`src/hdl/swa_pkg.sv`:
```
// shared constants for the sliding window average block
package swa_pkg;

  localparam int WINDOW_MAX_DEF  = 16;
  localparam int SAMPLE_BITS_DEF = 16;
  localparam int QUEUE_DEPTH     = 2;

endpackage

```
`src/hdl/sliding_window_average_top.sv`:
```
// sliding window average: top level joining front, request queue and back
//
// channel  direction  handshake                fields
// in_      input      in_push / in_full        in_sample
// out_     output     out_empty / out_pop      out_average, out_samples_held
// cfg_     input      cfg_we                   cfg_window_length
//
// in the back part each request passes through the states IDLE, LOAD, DIV and DONE,
// and in DIV the restoring divider yields one quotient bit per cycle
// while the two-entry queue is not full, the front tags requests into it at one per cycle as the back works
// reset (rst_n low, synchronous) sets window length to WINDOW_MAX and empties the window
// a stalled out_pop holds the back in its final state; the queue then fills and raises in_full
module sliding_window_average_top
  import swa_pkg::*;
#(
  parameter int WINDOW_MAX  = WINDOW_MAX_DEF,
  parameter int SAMPLE_BITS = SAMPLE_BITS_DEF
) (
  input  logic                               clk,
  input  logic                               rst_n,
  input  logic                               cfg_we,
  input  logic [$clog2(WINDOW_MAX+1)-1:0]    cfg_window_length,
  input  logic                               in_push,
  input  logic signed [SAMPLE_BITS-1:0]      in_sample,
  output logic                               in_full,
  output logic signed [SAMPLE_BITS-1:0]      out_average,
  output logic [$clog2(WINDOW_MAX+1)-1:0]    out_samples_held,
  output logic                               out_empty,
  input  logic                               out_pop
);

  localparam int COUNT_BITS = $clog2(WINDOW_MAX+1);
  localparam int PTR_BITS   = $clog2(WINDOW_MAX);
  localparam int SUM_BITS   = SAMPLE_BITS + $clog2(WINDOW_MAX);
  localparam int ENTRY_BITS = SAMPLE_BITS + PTR_BITS + 1 + COUNT_BITS;

  logic                  q_push, q_full, q_pop, q_empty;
  logic [ENTRY_BITS-1:0] q_din, q_dout;

  swa_front #(
    .WINDOW_MAX  (WINDOW_MAX),
    .SAMPLE_BITS (SAMPLE_BITS),
    .COUNT_BITS  (COUNT_BITS),
    .PTR_BITS    (PTR_BITS),
    .ENTRY_BITS  (ENTRY_BITS)
  ) u_front (
    .clk               (clk),
    .rst_n             (rst_n),
    .cfg_we            (cfg_we),
    .cfg_window_length (cfg_window_length),
    .in_push           (in_push),
    .in_sample         (in_sample),
    .in_full           (in_full),
    .q_push            (q_push),
    .q_entry           (q_din),
    .q_full            (q_full)
  );

  swa_fifo #(
    .WIDTH (ENTRY_BITS),
    .DEPTH (QUEUE_DEPTH)
  ) u_queue (
    .clk   (clk),
    .rst_n (rst_n),
    .push  (q_push),
    .din   (q_din),
    .full  (q_full),
    .pop   (q_pop),
    .dout  (q_dout),
    .empty (q_empty)
  );

  swa_back #(
    .WINDOW_MAX  (WINDOW_MAX),
    .SAMPLE_BITS (SAMPLE_BITS),
    .COUNT_BITS  (COUNT_BITS),
    .PTR_BITS    (PTR_BITS),
    .SUM_BITS    (SUM_BITS),
    .ENTRY_BITS  (ENTRY_BITS)
  ) u_back (
    .clk              (clk),
    .rst_n            (rst_n),
    .cfg_we           (cfg_we),
    .q_entry          (q_dout),
    .q_empty          (q_empty),
    .q_pop            (q_pop),
    .out_average      (out_average),
    .out_samples_held (out_samples_held),
    .out_empty        (out_empty),
    .out_pop          (out_pop)
  );

  a_held_range: assert property (@(posedge clk) disable iff (!rst_n)
    !out_empty |-> (out_samples_held != '0) &&
                   (out_samples_held <= COUNT_BITS'(WINDOW_MAX)))
    else $error("held count out of range");

  a_pop_nonempty: assert property (@(posedge clk) disable iff (!rst_n)
    q_pop |-> !q_empty)
    else $error("back took a request from an empty queue");

  a_result_drain: assert property (@(posedge clk) disable iff (!rst_n)
    $rose(out_empty) |-> $past(out_pop))
    else $error("result dropped without pop");

endmodule

```
`src/hdl/swa_ram.sv`:
```
// generic single write, single read RAM with registered read data
module swa_ram #(
  parameter int WIDTH = 16,
  parameter int DEPTH = 16
) (
  input  logic                     clk,
  input  logic                     we,
  input  logic [$clog2(DEPTH)-1:0] waddr,
  input  logic [WIDTH-1:0]         wdata,
  input  logic [$clog2(DEPTH)-1:0] raddr,
  output logic [WIDTH-1:0]         rdata
);

  logic [WIDTH-1:0] mem [DEPTH];
  logic [WIDTH-1:0] rdata_r;

  always_ff @(posedge clk) begin
    if (we) begin
      mem[waddr] <= wdata;
    end
    rdata_r <= mem[raddr];
  end

  assign rdata = rdata_r;

endmodule

```
`src/hdl/swa_fifo.sv`:
```
// small register queue between the front and back parts
module swa_fifo #(
  parameter int WIDTH = 8,
  parameter int DEPTH = 2
) (
  input  logic             clk,
  input  logic             rst_n,
  input  logic             push,
  input  logic [WIDTH-1:0] din,
  output logic             full,
  input  logic             pop,
  output logic [WIDTH-1:0] dout,
  output logic             empty
);

  localparam int PB = (DEPTH > 1) ? $clog2(DEPTH) : 1;

  logic [WIDTH-1:0] mem_r [DEPTH];
  logic [PB-1:0]    wr_ptr_r, wr_ptr_nxt;
  logic [PB-1:0]    rd_ptr_r, rd_ptr_nxt;
  logic [PB:0]      count_r, count_nxt;
  logic             do_push, do_pop;

  assign full    = (count_r == (PB+1)'(DEPTH));
  assign empty   = (count_r == '0);
  assign do_push = push && !full;
  assign do_pop  = pop && !empty;
  assign dout    = mem_r[rd_ptr_r];

  always_comb begin
    wr_ptr_nxt = wr_ptr_r;
    rd_ptr_nxt = rd_ptr_r;
    count_nxt  = count_r;
    if (do_push) begin
      wr_ptr_nxt = (wr_ptr_r == PB'(DEPTH-1)) ? '0 : wr_ptr_r + 1'b1;
    end
    if (do_pop) begin
      rd_ptr_nxt = (rd_ptr_r == PB'(DEPTH-1)) ? '0 : rd_ptr_r + 1'b1;
    end
    if (do_push && !do_pop) begin
      count_nxt = count_r + 1'b1;
    end else if (do_pop && !do_push) begin
      count_nxt = count_r - 1'b1;
    end
  end

  always_ff @(posedge clk) begin
    if (!rst_n) begin
      wr_ptr_r <= '0;
      rd_ptr_r <= '0;
      count_r  <= '0;
    end else begin
      wr_ptr_r <= wr_ptr_nxt;
      rd_ptr_r <= rd_ptr_nxt;
      count_r  <= count_nxt;
    end
  end

  always_ff @(posedge clk) begin
    if (do_push) begin
      mem_r[wr_ptr_r] <= din;
    end
  end

endmodule

```
`src/hdl/swa_front.sv`:
```
// front part: takes samples, tracks window length, fill and slot, tags each request
module swa_front #(
  parameter int WINDOW_MAX  = 16,
  parameter int SAMPLE_BITS = 16,
  parameter int COUNT_BITS  = 5,
  parameter int PTR_BITS    = 4,
  parameter int ENTRY_BITS  = 26
) (
  input  logic                         clk,
  input  logic                         rst_n,
  input  logic                         cfg_we,
  input  logic [COUNT_BITS-1:0]        cfg_window_length,
  input  logic                         in_push,
  input  logic signed [SAMPLE_BITS-1:0] in_sample,
  output logic                         in_full,
  output logic                         q_push,
  output logic [ENTRY_BITS-1:0]        q_entry,
  input  logic                         q_full
);

  logic [COUNT_BITS-1:0] len_r, len_nxt;
  logic [COUNT_BITS-1:0] fill_r, fill_nxt;
  logic [PTR_BITS-1:0]   ptr_r, ptr_nxt;
  logic                  evict;
  logic                  accept;

  assign in_full = q_full;
  assign accept  = in_push && !q_full;
  assign q_push  = accept;
  assign evict   = (fill_r >= len_r);

  // sample, slot, evict flag, held count after this append
  assign q_entry = {in_sample, ptr_r, evict, fill_nxt};

  always_comb begin
    len_nxt  = len_r;
    fill_nxt = evict ? fill_r : fill_r + 1'b1;
    ptr_nxt  = ptr_r;
    if (cfg_window_length == '0) begin
      len_nxt = COUNT_BITS'(1);
    end else if (cfg_window_length > COUNT_BITS'(WINDOW_MAX)) begin
      len_nxt = COUNT_BITS'(WINDOW_MAX);
    end else begin
      len_nxt = cfg_window_length;
    end
    if ((COUNT_BITS'(ptr_r) + 1'b1) == len_r) begin
      ptr_nxt = '0;
    end else begin
      ptr_nxt = ptr_r + 1'b1;
    end
  end

  always_ff @(posedge clk) begin
    if (!rst_n) begin
      len_r  <= COUNT_BITS'(WINDOW_MAX);
      fill_r <= '0;
      ptr_r  <= '0;
    end else if (cfg_we) begin
      len_r  <= len_nxt;
      fill_r <= '0;
      ptr_r  <= '0;
    end else if (accept) begin
      fill_r <= fill_nxt;
      ptr_r  <= ptr_nxt;
    end
  end

endmodule

```
`src/hdl/swa_back.sv`:
```
// back part: updates the running sum through the store and divides by the held count
module swa_back #(
  parameter int WINDOW_MAX  = 16,
  parameter int SAMPLE_BITS = 16,
  parameter int COUNT_BITS  = 5,
  parameter int PTR_BITS    = 4,
  parameter int SUM_BITS    = 20,
  parameter int ENTRY_BITS  = 26
) (
  input  logic                          clk,
  input  logic                          rst_n,
  input  logic                          cfg_we,
  input  logic [ENTRY_BITS-1:0]         q_entry,
  input  logic                          q_empty,
  output logic                          q_pop,
  output logic signed [SAMPLE_BITS-1:0] out_average,
  output logic [COUNT_BITS-1:0]         out_samples_held,
  output logic                          out_empty,
  input  logic                          out_pop
);

  localparam logic [1:0] ST_IDLE = 2'd0;
  localparam logic [1:0] ST_LOAD = 2'd1;
  localparam logic [1:0] ST_DIV  = 2'd2;
  localparam logic [1:0] ST_DONE = 2'd3;
  localparam int STEP_BITS = $clog2(SUM_BITS);

  logic [1:0]                    state_r, state_nxt;
  logic signed [SAMPLE_BITS-1:0] sample_r;
  logic [PTR_BITS-1:0]           slot_r;
  logic                          evict_r;
  logic [COUNT_BITS-1:0]         count_r;
  logic signed [SUM_BITS-1:0]    sum_r, sum_nxt;
  logic [SUM_BITS-1:0]           quo_r, quo_nxt;
  logic [COUNT_BITS-1:0]         rem_r, rem_nxt;
  logic                          neg_r;
  logic [STEP_BITS-1:0]          step_r;
  logic                          out_valid_r;
  logic signed [SAMPLE_BITS-1:0] avg_r;
  logic [COUNT_BITS-1:0]         held_r;

  logic signed [SAMPLE_BITS-1:0] e_sample;
  logic [PTR_BITS-1:0]           e_slot;
  logic                          e_evict;
  logic [COUNT_BITS-1:0]         e_count;
  logic [SAMPLE_BITS-1:0]        old_raw;
  logic signed [SUM_BITS-1:0]    old_ext, new_ext;
  logic [SUM_BITS-1:0]           sum_mag;
  logic [COUNT_BITS:0]           rem_shift;
  logic                          ge;
  logic [SUM_BITS-1:0]           quo_signed;
  logic                          out_free;

  assign {e_sample, e_slot, e_evict, e_count} = q_entry;
  assign q_pop     = (state_r == ST_IDLE) && !q_empty;
  assign out_free  = !out_valid_r || out_pop;
  assign out_empty = !out_valid_r;
  assign out_average      = avg_r;
  assign out_samples_held = held_r;

  swa_ram #(
    .WIDTH (SAMPLE_BITS),
    .DEPTH (WINDOW_MAX)
  ) u_store (
    .clk   (clk),
    .we    (state_r == ST_LOAD),
    .waddr (slot_r),
    .wdata (sample_r),
    .raddr (e_slot),
    .rdata (old_raw)
  );

  always_comb begin
    old_ext = evict_r ? SUM_BITS'(signed'(old_raw)) : '0;
    new_ext = SUM_BITS'(sample_r);
    sum_nxt = sum_r - old_ext + new_ext;
    sum_mag = sum_nxt[SUM_BITS-1] ? (~sum_nxt + 1'b1) : sum_nxt;
    // restoring division, one quotient bit per cycle
    rem_shift = {rem_r, quo_r[SUM_BITS-1]};
    ge        = (rem_shift >= {1'b0, count_r});
    rem_nxt   = ge ? COUNT_BITS'(rem_shift - {1'b0, count_r}) : rem_shift[COUNT_BITS-1:0];
    quo_nxt   = {quo_r[SUM_BITS-2:0], ge};
    quo_signed = neg_r ? (~quo_r + 1'b1) : quo_r;
  end

  always_comb begin
    state_nxt = state_r;
    case (state_r)
      ST_IDLE: begin
        if (!q_empty) begin
          state_nxt = ST_LOAD;
        end
      end
      ST_LOAD: state_nxt = ST_DIV;
      ST_DIV: begin
        if (step_r == '0) begin
          state_nxt = ST_DONE;
        end
      end
      ST_DONE: begin
        if (out_free) begin
          state_nxt = ST_IDLE;
        end
      end
      default: state_nxt = ST_IDLE;
    endcase
  end

  always_ff @(posedge clk) begin
    if (!rst_n) begin
      state_r     <= ST_IDLE;
      sum_r       <= '0;
      out_valid_r <= 1'b0;
    end else begin
      state_r <= state_nxt;
      if (cfg_we) begin
        sum_r <= '0;
      end else if (state_r == ST_LOAD) begin
        sum_r <= sum_nxt;
      end
      if (state_r == ST_DONE && out_free) begin
        out_valid_r <= 1'b1;
      end else if (out_pop) begin
        out_valid_r <= 1'b0;
      end
    end
  end

  always_ff @(posedge clk) begin
    case (state_r)
      ST_IDLE: begin
        sample_r <= e_sample;
        slot_r   <= e_slot;
        evict_r  <= e_evict;
        count_r  <= e_count;
      end
      ST_LOAD: begin
        quo_r  <= sum_mag;
        rem_r  <= '0;
        neg_r  <= sum_nxt[SUM_BITS-1];
        step_r <= STEP_BITS'(SUM_BITS-1);
      end
      ST_DIV: begin
        quo_r  <= quo_nxt;
        rem_r  <= rem_nxt;
        step_r <= step_r - 1'b1;
      end
      ST_DONE: begin
        if (out_free) begin
          avg_r  <= signed'(quo_signed[SAMPLE_BITS-1:0]);
          held_r <= count_r;
        end
      end
      default: begin
        step_r <= '0;
      end
    endcase
  end

endmodule
```
`config.mk`:
```
export PLATFORM = sky130hd
export DESIGN_NAME = sliding_window_average_top
export DESIGN_NICKNAME = d
export VERILOG_FILES = /design/src/hdl/swa_pkg.sv /design/src/hdl/sliding_window_average_top.sv /design/src/hdl/swa_ram.sv /design/src/hdl/swa_fifo.sv /design/src/hdl/swa_front.sv /design/src/hdl/swa_back.sv
export SDC_FILE = /design/constraint.sdc
export NUM_CORES = 1
export LEC_CHECK = 0
export BUFFER_PORTS_ARGS = -buffer_cell sky130_fd_sc_hd__clkbuf_2
export CORE_MARGIN = 1.5
export CORE_UTILIZATION = 60
export CTS_CLUSTER_DIAMETER = 100
export CTS_CLUSTER_SIZE = 14
export DETAILED_ROUTE_END_ITERATION = 10
export HOLD_SLACK_MARGIN = 0.06
export PLACE_DENSITY = 0.82
export SYNTH_ARGS = -nofsm -noshare
export SYNTH_HDL_FRONTEND = slang
export SYNTH_SLANG_ARGS = --single-unit
```
`constraint.sdc`:
```
create_clock -name clk -period 11.9 [get_ports clk]
set_clock_uncertainty 0.05 [all_clocks]
set_input_delay 2.38 -clock clk [delete_from_list [all_inputs] [get_ports clk]]
set_output_delay 2.38 -clock clk [all_outputs]
set_load 0.05 [all_outputs]
```
==> results by stage, run 1 <==
Logic synthesis:
- For this run, the register share of the synthesized area comes to 0.643.
- For this run, the number of Yosys warnings is 0.
- Counting flops with a built-in enable in the synthesized netlist gives 386.
- The post-synth net total is 1725.
- After synthesis, the share of flip-flops with an asynchronous set or reset is 0.
- Synthesis produced 1638 cells.
- The mean area per synthesized cell is 12.1 sq um.
- Synthesis instantiated 68 different standard cells from the library.
- The post-synth design cell area is 0.0198 sq mm.
- The most used flip-flop cell after synthesis is edfxtp_1.
- The post-synthesis sequential element count is 444.

Placed design:
- The detailed-placement wirelength estimate is 26900 microns.
- In this run the tool buffered the top-level ports with 48 buffer cells.
- The final weighted congestion of routability-driven global placement is 0.891.

Clock tree:
- The clock edge transition at the registers on the reported setup and hold paths is 70 ps.
- The post-cts resize count is 0.
- The buffer depth of the longest clock path is 3.
- The number of clock buffers inserted by TritonCTS is 37.
- CTS saw 444 sinks.
- In this run the number of H-tree levels came out at 2.
- At the later pin of the worst-skew pair, clock insertion delay measures 540 ps.
- The number of buffers inserted to repair setup after CTS is 0.
- The clock tree from TritonCTS is yes.
- In this run the clock root is driven by a clkbuf_16.
- In this run, post-CTS hold repair placed 0 buffers.

Final layout:
- In the final layout, the share of cells above drive strength 1 is 0.0992.
- The repair_antennas step left the layout with diodes totalling 0.
- The total area of sequential cells is 0.0128 sq mm.
- The area of combinational cells with multiple inputs is 0.00644 sq mm.
- For this run, the post-layout net count is 1767.
- Relative to the synthesized area, the layout overhead comes to 9.54%.
- Counting the fill cells in the layout gives 2295.

Global route:
- For this run, global-route usage on met3 was measured as 0.0328.
- The wire length of the first global-routing pass is 68100 microns.
- In this run the most used layer during global routing was met2.
- The global-route met2 utilization is 0.436.
- The combined global-route utilization of all metal layers is 0.260.
- The number of global-route vias before repair is 12832.
- For met1 alone, demand over resource in global routing was 0.353.
- The initial antenna violation count was 0.
- The overall overflow remaining after global route is 0.
- The largest net degree at the start of global routing is 86.

Detailed routing:
- The number of search-and-repair iterations in the first detailed-routing pass is 5.
- Dividing the detail-routed via count by the number of cells gives 6.07.
- The remaining routing DRC violations is 0.
- The final routed wire length divided by cell count is 20.0 microns.
- In this run, the number of DRC markers left after iteration 0 of detailed routing was 1376.
- The vias after detailed routing is 13025.
- The total length of routed wires is 43000 microns.
- Once detail routing completed, the nets flagged for antenna violations numbered 0.

Worst setup path:
- STA puts the critical path data required time at 12110 ps.
- The worst setup path is captured at a register.
- The internal reg-to-reg setup slack is 7490 ps.
- Data arrives at the worst endpoint at 4620 ps.
- The launch point of the critical path is u_back.evict_r.
- The setup path with the least slack is of type reg -> reg.
- Measured in cells, the most critical reg-to-reg path has a length of 14.
- The highest fanout seen on the critical path is 34.
- The capture instance of the worst register-to-register path is u_back.quo_r[1].
- The launch point of the worst reg-to-reg path is u_back.evict_r.
- The element type at the critical path start is a register.

Timing:
- The total count of max-transition violations in the final report is 0.
- Setup repair after global routing left no endpoint under its margin.
- The number of hold violations in the final report is 0.
- The worst relative slew slack is 0.269.
- The share of the cycle needed by the critical path after routing is 0.371.
- Derived from the worst setup path, the maximum achievable clock frequency is 0.227 GHz.
- Setup violations remaining at the end of the flow were counted as 0.
- The transition time at the pin with the least slew margin is 1090 ps.
- For the final routed database, the setup TNS stands at 0 ps.
- The shortest period the worst path allows is 4410 ps.

Floorplanning:
- The total area inside the core boundary comes to 0.0325 sq mm.
- The initial cell density of the core is 0.609.
- Measured along the x axis, the die boundary spans 185 microns.
- The die area is 0.0341 sq mm.
- During I/O placement, the number of pins put on the boundary was 49.
- The overall die height is 185 microns.
- The placement row count is 66.

Outcome:
- The flow ran to the end, and the final reports show no timing, DRC or antenna violations.

Hold path:
- The end point of the most critical hold path is u_back.out_samples_held[4].
- The startpoint of the worst hold path is u_back.count_r[4].
- The type of the tightest min-delay check is reg -> reg.
- The worst hold path was traced through 0 stages.

Run:
- Across the run, the number of max-cap violations was 0.
worst max-delay path by stage:
stage	end	slack (ps)	cells past startpoint
final	u_back.quo_r[1]	7490	14
after global routing	u_back.quo_r[1]	7180	14
after CTS	u_back.quo_r[1]	7490	14
after detailed placement	u_back.quo_r[1]	7520	14
after global placement	u_back.quo_r[1]	7660	14
after floorplan	u_queue.mem_r[0][0]	7780	2
critical path: stages (launching register included):
cell and delay (ps):
edfxtp_1 590, and2_1 250, fa_1 490, inv_1 50, ha_1 450, a21oi_1 400, o211ai_1 180, a211oi_1 240
a21oi_1 130, o41ai_2 320, xor2_2 160, buf_4 300, inv_1 160, mux2i_1 240, mux2i_1 100
area by class of cell:
class,instances,share of cell area
timing repair buffer,80,0.0221
sequential,444,0.587
inverter,105,0.0182
clock buffer,60,0.0466
clock inverter,3,0.00352
multi-input combinational,1012,0.297
tap,442,0.0255
through the flow:
step | setup WS [ps] | cells | area, sq um | hold slack, ps | utilization
after floorplan | 7780 | 1638 | 19800 | 376 | -
after global placement | 7660 | 2083 | 20600 | 412 | 0.634
after detailed placement | 7520 | 2083 | 20600 | 409 | 0.634
after CTS | 7490 | 2146 | 21700 | 425 | 0.667
after global routing | 7180 | 2146 | 21700 | 426 | 0.667
final | 7490 | 2146 | 21700 | 426 | 0.667
metal layers:
layer / vias up / wire length, microns
met5: - / 0
met2: 517 / 21000
met1: 6420 / 17900
li1: 5998 / -
met4: 0 / 1200
met3: 90 / 2850
cells in the mapped netlist (all sizes together) (35+ instances only):
| cell | n | share of area |
|---|---|---|
| o21ai | 35 | 0.0088 |
| nor2 | 101 | 0.019 |
| clkbuf | 59 | 0.011 |
| and3 | 53 | 0.017 |
| inv | 104 | 0.020 |
| nand3 | 45 | 0.011 |
| edfxtp | 386 | 0.58 |
| a31oi | 43 | 0.014 |
| a21oi | 39 | 0.0098 |
| dfxtp | 58 | 0.059 |
| nand2 | 292 | 0.055 |
| ha | 41 | 0.026 |
registers in the layout, summed over array words and instances (netlist names), named ones only:
register / count
u_back.u_store.mem: 256
u_queue.mem_r: 52
u_back.quo_r: 20
u_back.sum_r: 20
u_back.out_average: 16
u_back.sample_r: 16
u_back.u_store.rdata: 16
u_back.count_r: 5
u_back.out_samples_held: 5
u_back.rem_r: 5
u_back.step_r: 5
u_front.fill_r: 5
u_front.len_r: 5
u_back.slot_r: 4
u_front.ptr_r: 4
u_back.state_r: 2
u_queue.count_r: 2
u_back.evict_r: 1
u_back.neg_r: 1
u_back.out_valid_r: 1
u_queue.rd_ptr_r: 1
u_queue.wr_ptr_r: 1
layout by cell type (no fill, tap or decap), types with 33 or more instances in the layout:
cell type and n:
nand2_1 292, a21oi_1 39, inv_1 102, clkbuf_2 48, and3_1 53, edfxtp_1 386, o21ai_0 33, nor2_1 100
clkbuf_16 37, nand3_1 45, dfxtp_1 58, a311oi_1 34, a31oi_1 43, ha_1 41
kinds of logic after synthesis:
family	share of synthesized area
adders and majority gates	0.0461
AOI/OAI and AO/OA	0.0864
DFF	0.643
and+or+nand+nor	0.142
xor gates and xnor gates	0.0212
buffers and inverters	0.0352
muxes	0.0263
Power of run 1 is left out: the tool's default activity adds up to more than one toggle a clock period on the data nets, which glitch-free logic cannot reach.
==> inputs of run 2 (changes only) <==
clock period = 4.4 ns   (was 11.9 ns; I/O delays follow)
==> run 2 against run 1 <==
Effect of this change:
- global-route usage rose by 0.15 points
- first-iteration DRC count is 4.4% higher
- critical path depth shrank 1
==> results by stage, run 2 (synthesis gave the netlist of run 1 again) <==
Outcome:
- The run finished with clean final reports.

Worst setup path:
- The internal reg-to-reg setup slack is 170 ps (-7320 ps).
- Following the worst setup path forward leads to its endpoint at u_back.quo_r[18].
- The depth of the critical timing path with buffers and inverters included is 13 (-1).
- The slowest cell on the critical path is or4_4.
- The worst reg-to-reg path cell count was 13 (-1).
- Tracing the worst setup path back leads to its startpoint at u_back.evict_r.
- The capturing element type of the critical path is a register.
- The highest fanout seen on the critical path is 8 (-76%).
- The critical path is of the reg -> reg type.
- The required time of the critical path was 4630 ps (-7480 ps).
- The critical path's largest stage delay came to 660 ps (+70 ps).
- The cell family contributing the most delay on the critical path is simple AND/OR/NAND/NOR gates.
- The endpoint arrival time on the critical path is 4470 ps (-150 ps).
- The buffer and inverter count on the worst path was 2 (-1).
- In this run the critical register-to-register path is launched from u_back.evict_r.
- The worst register-to-register path ends at u_back.quo_r[18].
- Walking the worst path, the cells encountered are buf_2 > and2_1 > fa_1 > inv_1 > ha_1 > o211ai_1 > o211a_1 > o211ai_1 > nand4_1 > or4_4 > nor4b_4 > nand4_1 > and3_1.
- STA classifies the critical path startpoint as a register.

Detailed routing:
- The remaining routing DRC violations is 0 (unchanged).
- The number of vias per cell after detailed routing is 6.04 (-0.43%).
- The vias after detailed routing came to 13102 (+0.59%).
- The total length of routed wires is 43700 microns (+1.5%).
- The number of search-and-repair iterations in the first detailed-routing pass is 6 (+1).
- The remaining antenna violation count after routing was 0 (unchanged).
- The violation count after the first detailed-route iteration came to 1436 (+4.4%).
- The final routed wire length divided by cell count is 20.1 microns (+0.49%).

Clock tree:
- The buffer depth of the longest clock path is 3 (unchanged).
- In this run the clock root is driven by a clkbuf_16.
- The depth of the CTS H-tree was 2 (unchanged).
- The hold-fix buffer count after cts came to 0 (unchanged).
- The total number of clock tree sinks is 444 (unchanged).
- The clock tree from TritonCTS is yes.
- The clock edge transition at the registers on the reported setup and hold paths is 70 ps (about the same).
- The clock insertion delay at the later pin of the skew report came to 530 ps (about the same).
- The number of clock buffers inserted by TritonCTS is 37 (unchanged).

Run:
- The count of max-cap constraint violations is 0 (unchanged).

Timing:
- The shortest period the worst path allows is 4230 ps (-179 ps).
- The transition time at the pin with the least slew margin is 1190 ps (+102 ps).
- The maximum frequency from static timing analysis was 0.236 GHz (+4.2%).
- The worst relative slew slack was 0.205 (-0.0638).
- The count of final setup violators was 0 (unchanged).
- The number of hold violations in the final report is 0 (unchanged).
- The total negative slack for setup checks is 0 ps (unchanged).
- The total count of max-transition violations in the final report is 0 (unchanged).
- The share of the cycle needed by the critical path after routing is 0.962 (+0.592).

Global route:
- The combined global-route utilization of all metal layers is 0.261 (+0.00152).
- The largest net degree at the start of global routing is 129 (+50%).
- The number of global-route vias before repair was 12785 (-0.37%).
- The overall overflow remaining after global route is 0 (unchanged).
- The wire length of the first global-routing pass is 68600 microns (+0.66%).
- The initial antenna violation count is 0 (unchanged).

Floorplanning:
- The area of the core was 0.0325 sq mm (unchanged).
- The overall die height was 185 microns (unchanged).
- The die area is 0.0341 sq mm (unchanged).
- The width of the die is 185 microns (unchanged).
- The initial cell density of the core was 0.609 (unchanged).
- The placement row count came to 66 (unchanged).
- The number of top-level design ports is 49 (unchanged).

Final layout:
- In the final layout, the registers with the most flip-flops are u_back.u_store.mem x256, u_queue.mem_r x52.
- In the layout the commonest cells are edfxtp_1, nand2_1, inv_1, nor2_1, dfxtp_1.
- The share of layout cells above drive strength 1 was 0.112 (+0.0132).
- Leaving out fill and tap cells, the most frequent cell in the layout is edfxtp_1.
- The number of nets in the layout is 1792 (+1.4%).
- The flip-flop count of the largest register after layout is 256 (unchanged).
- The number of cells in the finished layout apart from fillers is 2168 (+1.0%).
- The area overhead of the layout relative to synthesis is 10.7%.
- The total inserted antenna cells is 0 (unchanged).
- The total non-filler cell area in the finished layout is 0.0219 sq mm (+1.0%).
- The register bank with the most flops is u_back.u_store.mem.

Placed design:
- The number of I/O port buffers is 48 (unchanged).
- The post-detailed-placement cell area is 0.0208 sq mm (+1.1%).
- The number of cells in the design after placement is 2106 (+1.1%).
- The final weighted congestion of routability-driven global placement is 0.855 (-4.1%).
- The detailed-placement wirelength estimate is 27800 microns (+3.2%).

Hold path:
- The type of the tightest min-delay check is reg -> reg.
-- run 2: per-stage QoR --
stage | hold WS (ps) | setup slack [ps] | util
3_5_place_dp | 413 | 184 | 0.641
4_1_cts | 424 | 171 | 0.674
3_3_place_gp | 413 | 280 | 0.641
6_report | 425 | 165 | 0.674
5_1_grt | 442 | -6.37 | 0.674
2_1_floorplan | 376 | 555 | -
-- run 2: how the worst min path moves through the flow --
stage / cells after the start / endpoint / slack, ps / startpoint
global route: 0 / u_back.out_samples_held[2] / 440 / u_back.count_r[2]
global placement: 0 / u_back.out_samples_held[2] / 410 / u_back.count_r[2]
detailed placement: 0 / u_back.out_samples_held[2] / 410 / u_back.count_r[2]
floorplan: 0 / u_back.out_samples_held[2] / 380 / u_back.count_r[2]
CTS: 0 / u_back.out_samples_held[2] / 420 / u_back.count_r[2]
finish: 0 / u_back.out_samples_held[2] / 430 / u_back.count_r[2]
-- run 2: final cells by class --
| class | instances | area (sq um) |
|---|---|---|
| clock buffers | 58 | 1030 |
| fillers | 2289 | 10600 |
| clock inverters | 2 | 46.3 |
| inverters | 105 | 395 |
| multi-input cells | 1012 | 6450 |
| well taps | 442 | 553 |
| flip-flops and latches | 444 | 12800 |
| repair buffers | 105 | 716 |
-- run 2: what timing repair did --
item                       CTS  global route
setup endpoints to repair    0             6
gates resized for setup      0             1
buffers inserted             0             2
-- run 2: worst register-to-register path: cells and delay by family (launching register included) --
kind	cells	cell delay, ps
simple gates	6	1680
compound gates	3	650
flops	1	520
buf+inv	2	270
fa+ha+maj	2	840
-- run 2: per-layer routing --
| metal | global-route usage | vias to the layer above | share of wire |
|---|---|---|---|
| met5 | 0 | - | 0 |
| met2 | 0.424 | 575 | 0.48 |
| met1 | 0.370 | 6386 | 0.42 |
| li1 | - | 6045 | - |
| met3 | 0.0322 | 96 | 0.072 |
| met4 | 0.0872 | 0 | 0.030 |
Power of run 2 is left out for the same reason.
==> inputs of run 3 (changes only) <==
CORE_ASPECT_RATIO = 0.9   (was unset)
CORE_MARGIN = 2   (was 1.5)
==> run 3 against run 2 <==
Effect of this change:
- design area is 0.14% lower
- utilization is 0.46 points lower
- critical path depth stayed put
- register-to-register slack better by 97 ps
- critical endpoint is now u_back.quo_r[15]
- largest cell class unchanged
==> results by stage, run 3 (synthesis gave the netlist of run 1 again) <==
Worst setup path:
- The element type at the critical path start is a register.
- The required time of the critical path came to 4620 ps (about the same).
- The slowest cell on the critical path is or4_4.
- The worst reg-to-reg path cell count is 13 (unchanged).
- The critical path's largest stage delay was 620 ps (-40 ps).
- The capture instance of the worst register-to-register path is u_back.quo_r[15].
- In this run the critical register-to-register path is launched from u_back.evict_r.
- The type of the worst setup path is reg -> reg.
- STA classifies the critical path endpoint as a register.
- Among the stages of the critical path, the cell type that occurs most often is buf_4.
- The endpoint arrival time on the critical path came to 4360 ps (-110 ps).
- The internal reg-to-reg setup slack is 260 ps (+100 ps).
- On the critical path the largest part of the delay comes from simple AND/OR/NAND/NOR gates.
- The highest fanout seen on the critical path is 12 (+4).
- The buffer and inverter count on the worst path is 3 (+1).
- Walking the worst path, the cells encountered are buf_4 > buf_4 > and2_1 > fa_1 > inv_1 > ha_1 > a211o_1 > o31ai_4 > xnor2_1 > or4_4 > nor4_1 > or3_1 > a31oi_1.

Detailed routing:
- The total length of routed wires came to 42700 microns (-2.3%).
- The vias after detailed routing is 12955 (-1.1%).
- The remaining routing DRC violations is 0 (unchanged).
- The number of search-and-repair iterations in the first detailed-routing pass is 5 (-1).
- The violation count after the first detailed-route iteration is 1385 (-3.6%).
- The final routed wire length divided by cell count is 19.8 microns (-1.6%).
- The remaining antenna violation count after routing is 0 (unchanged).
- The number of vias per cell after detailed routing came to 6.01 (-0.48%).

Global route:
- The initial antenna violation count is 0 (unchanged).
- The wire length of the first global-routing pass is 67000 microns (-2.3%).
- The largest net degree at the start of global routing is 129 (unchanged).
- The combined global-route utilization of all metal layers is 0.249 (-0.0127).
- The overall overflow remaining after global route came to 0 (unchanged).
- The number of global-route vias before repair was 12418 (-2.9%).

Clock tree:
- The hold-fix buffer count after cts is 0 (unchanged).
- The number of clock buffers inserted by TritonCTS is 37 (unchanged).
- The clock insertion delay at the later pin of the skew report came to 550 ps (+20 ps).
- The tree is rooted in a clkbuf_16.
- The clock edge transition at the registers on the reported setup and hold paths came to 70 ps (about the same).
- The depth of the CTS H-tree came to 2 (unchanged).
- TritonCTS built the clock tree.
- The total number of clock tree sinks came to 444 (unchanged).
- The buffer depth of the longest clock path is 3 (unchanged).

Final layout:
- The number of nets in the layout was 1792 (unchanged).
- The layout filler cell count is 2181 (-4.7%).
- The share of layout cells above drive strength 1 was 0.113 (+0.000188).
- The total non-filler cell area in the finished layout came to 0.0219 sq mm (-0.14%).
- The top cell types in the final layout, fill and taps aside, are edfxtp_1, nand2_1, inv_1, nor2_1, dfxtp_1.
- The total inserted antenna cells is 0 (unchanged).
- The flip-flop count of the largest register after layout is 256 (unchanged).
- The largest registers in the layout are u_back.u_store.mem x256, u_queue.mem_r x52.
- The most common library cell in the layout ignoring fill and taps is edfxtp_1.
- The area overhead of the layout relative to synthesis is 10.5%.
- The register bank with the most flops is u_back.u_store.mem.

Outcome:
- The run finished with clean final reports.

Hold path:
- The worst hold path begins at u_back.count_r[2].
- The end point of the most critical hold path is u_back.out_samples_held[2].
- The tightest min-delay check is of the reg -> reg type.
- The number of cells traversed by the worst hold path is 0 (unchanged).

Timing:
- The shortest period the worst path allows was 4140 ps (-97.5 ps).
- The total count of max-transition violations in the final report is 0 (unchanged).
- The transition time at the pin with the least slew margin is 1240 ps (+45.9 ps).
- The worst hold margin is 414 ps (-11.5 ps).
- The total negative slack for setup checks was 0 ps (unchanged).
- Setup repair after global routing left no endpoint under its margin.
- The worst relative slew slack is 0.175 (-0.0306).
- The share of the cycle needed by the critical path after routing came to 0.940 (-0.0222).
- The count of final setup violators is 0 (unchanged).
- The number of hold violations in the final report came to 0 (unchanged).
- The maximum frequency from static timing analysis is 0.242 GHz (+2.4%).

Run:
- The count of max-cap constraint violations is 0 (unchanged).

Floorplanning:
- The area of the core was 0.0327 sq mm (+0.54%).
- The width of the die is 196 microns (+5.9%).
- The placement row count was 63 (-4.5%).
- The die area was 0.0345 sq mm (+1.1%).
- The initial cell density of the core is 0.606 (-0.00329).
- The number of top-level design ports is 49 (unchanged).
- The overall die height is 176 microns (-4.5%).

Placed design:
- The final weighted congestion of routability-driven global placement was 0.859 (+0.49%).
- The number of I/O port buffers is 48 (unchanged).
- The detailed-placement wirelength estimate is 27000 microns (-2.7%).
- The post-detailed-placement cell area was 0.0208 sq mm (-0.25%).
run 3: area by class of cell:
class | instances | area [sq um] | share of cell area
Sequential cell | 444 | 12800 | 0.582
Multi-Input combinational cell | 1012 | 6440 | 0.294
Clock buffer | 62 | 1020 | 0.0465
Timing Repair Buffer | 105 | 706 | 0.0322
Tap cell | 422 | 528 | 0.0241
Inverter | 105 | 395 | 0.0180
Clock inverter | 4 | 67.6 | 0.00308
run 3: layer usage:
layer	routed length [microns]	GRT usage	vias to the layer above
met4	734	0.0623	0
met2	20700	0.415	521
met5	0	0	-
met3	3000	0.0283	60
met1	18200	0.354	6318
li1	-	-	6056
run 3: how the worst max path moves through the flow:
stage | start | to | slack, ps | cells after the start
3_5_place_dp | u_back.evict_r | u_back.quo_r[18] | 240 | 12
3_3_place_gp | u_back.evict_r | u_back.quo_r[18] | 310 | 12
2_1_floorplan | u_back.evict_r | u_back.quo_r[18] | 550 | 13
4_1_cts | u_back.evict_r | u_back.quo_r[18] | 210 | 12
5_1_grt | u_back.evict_r | u_back.quo_r[15] | 50 | 13
6_report | u_back.evict_r | u_back.quo_r[15] | 260 | 13
run 3: through the flow:
stage	util	instances	setup WS, ps
after floorplan	-	1638	555
after global placement	0.636	2085	314
after detailed placement	0.636	2085	240
after CTS	0.669	2151	207
after global routing	0.670	2154	50.7
final	0.670	2154	263
run 3: timing repair:
item,in CTS,in global routing
buffers inserted,0,3
hold endpoints to repair,0,0
gates resized for setup,0,1
setup endpoints to repair,0,7
Power of run 3 is left out for the same reason.
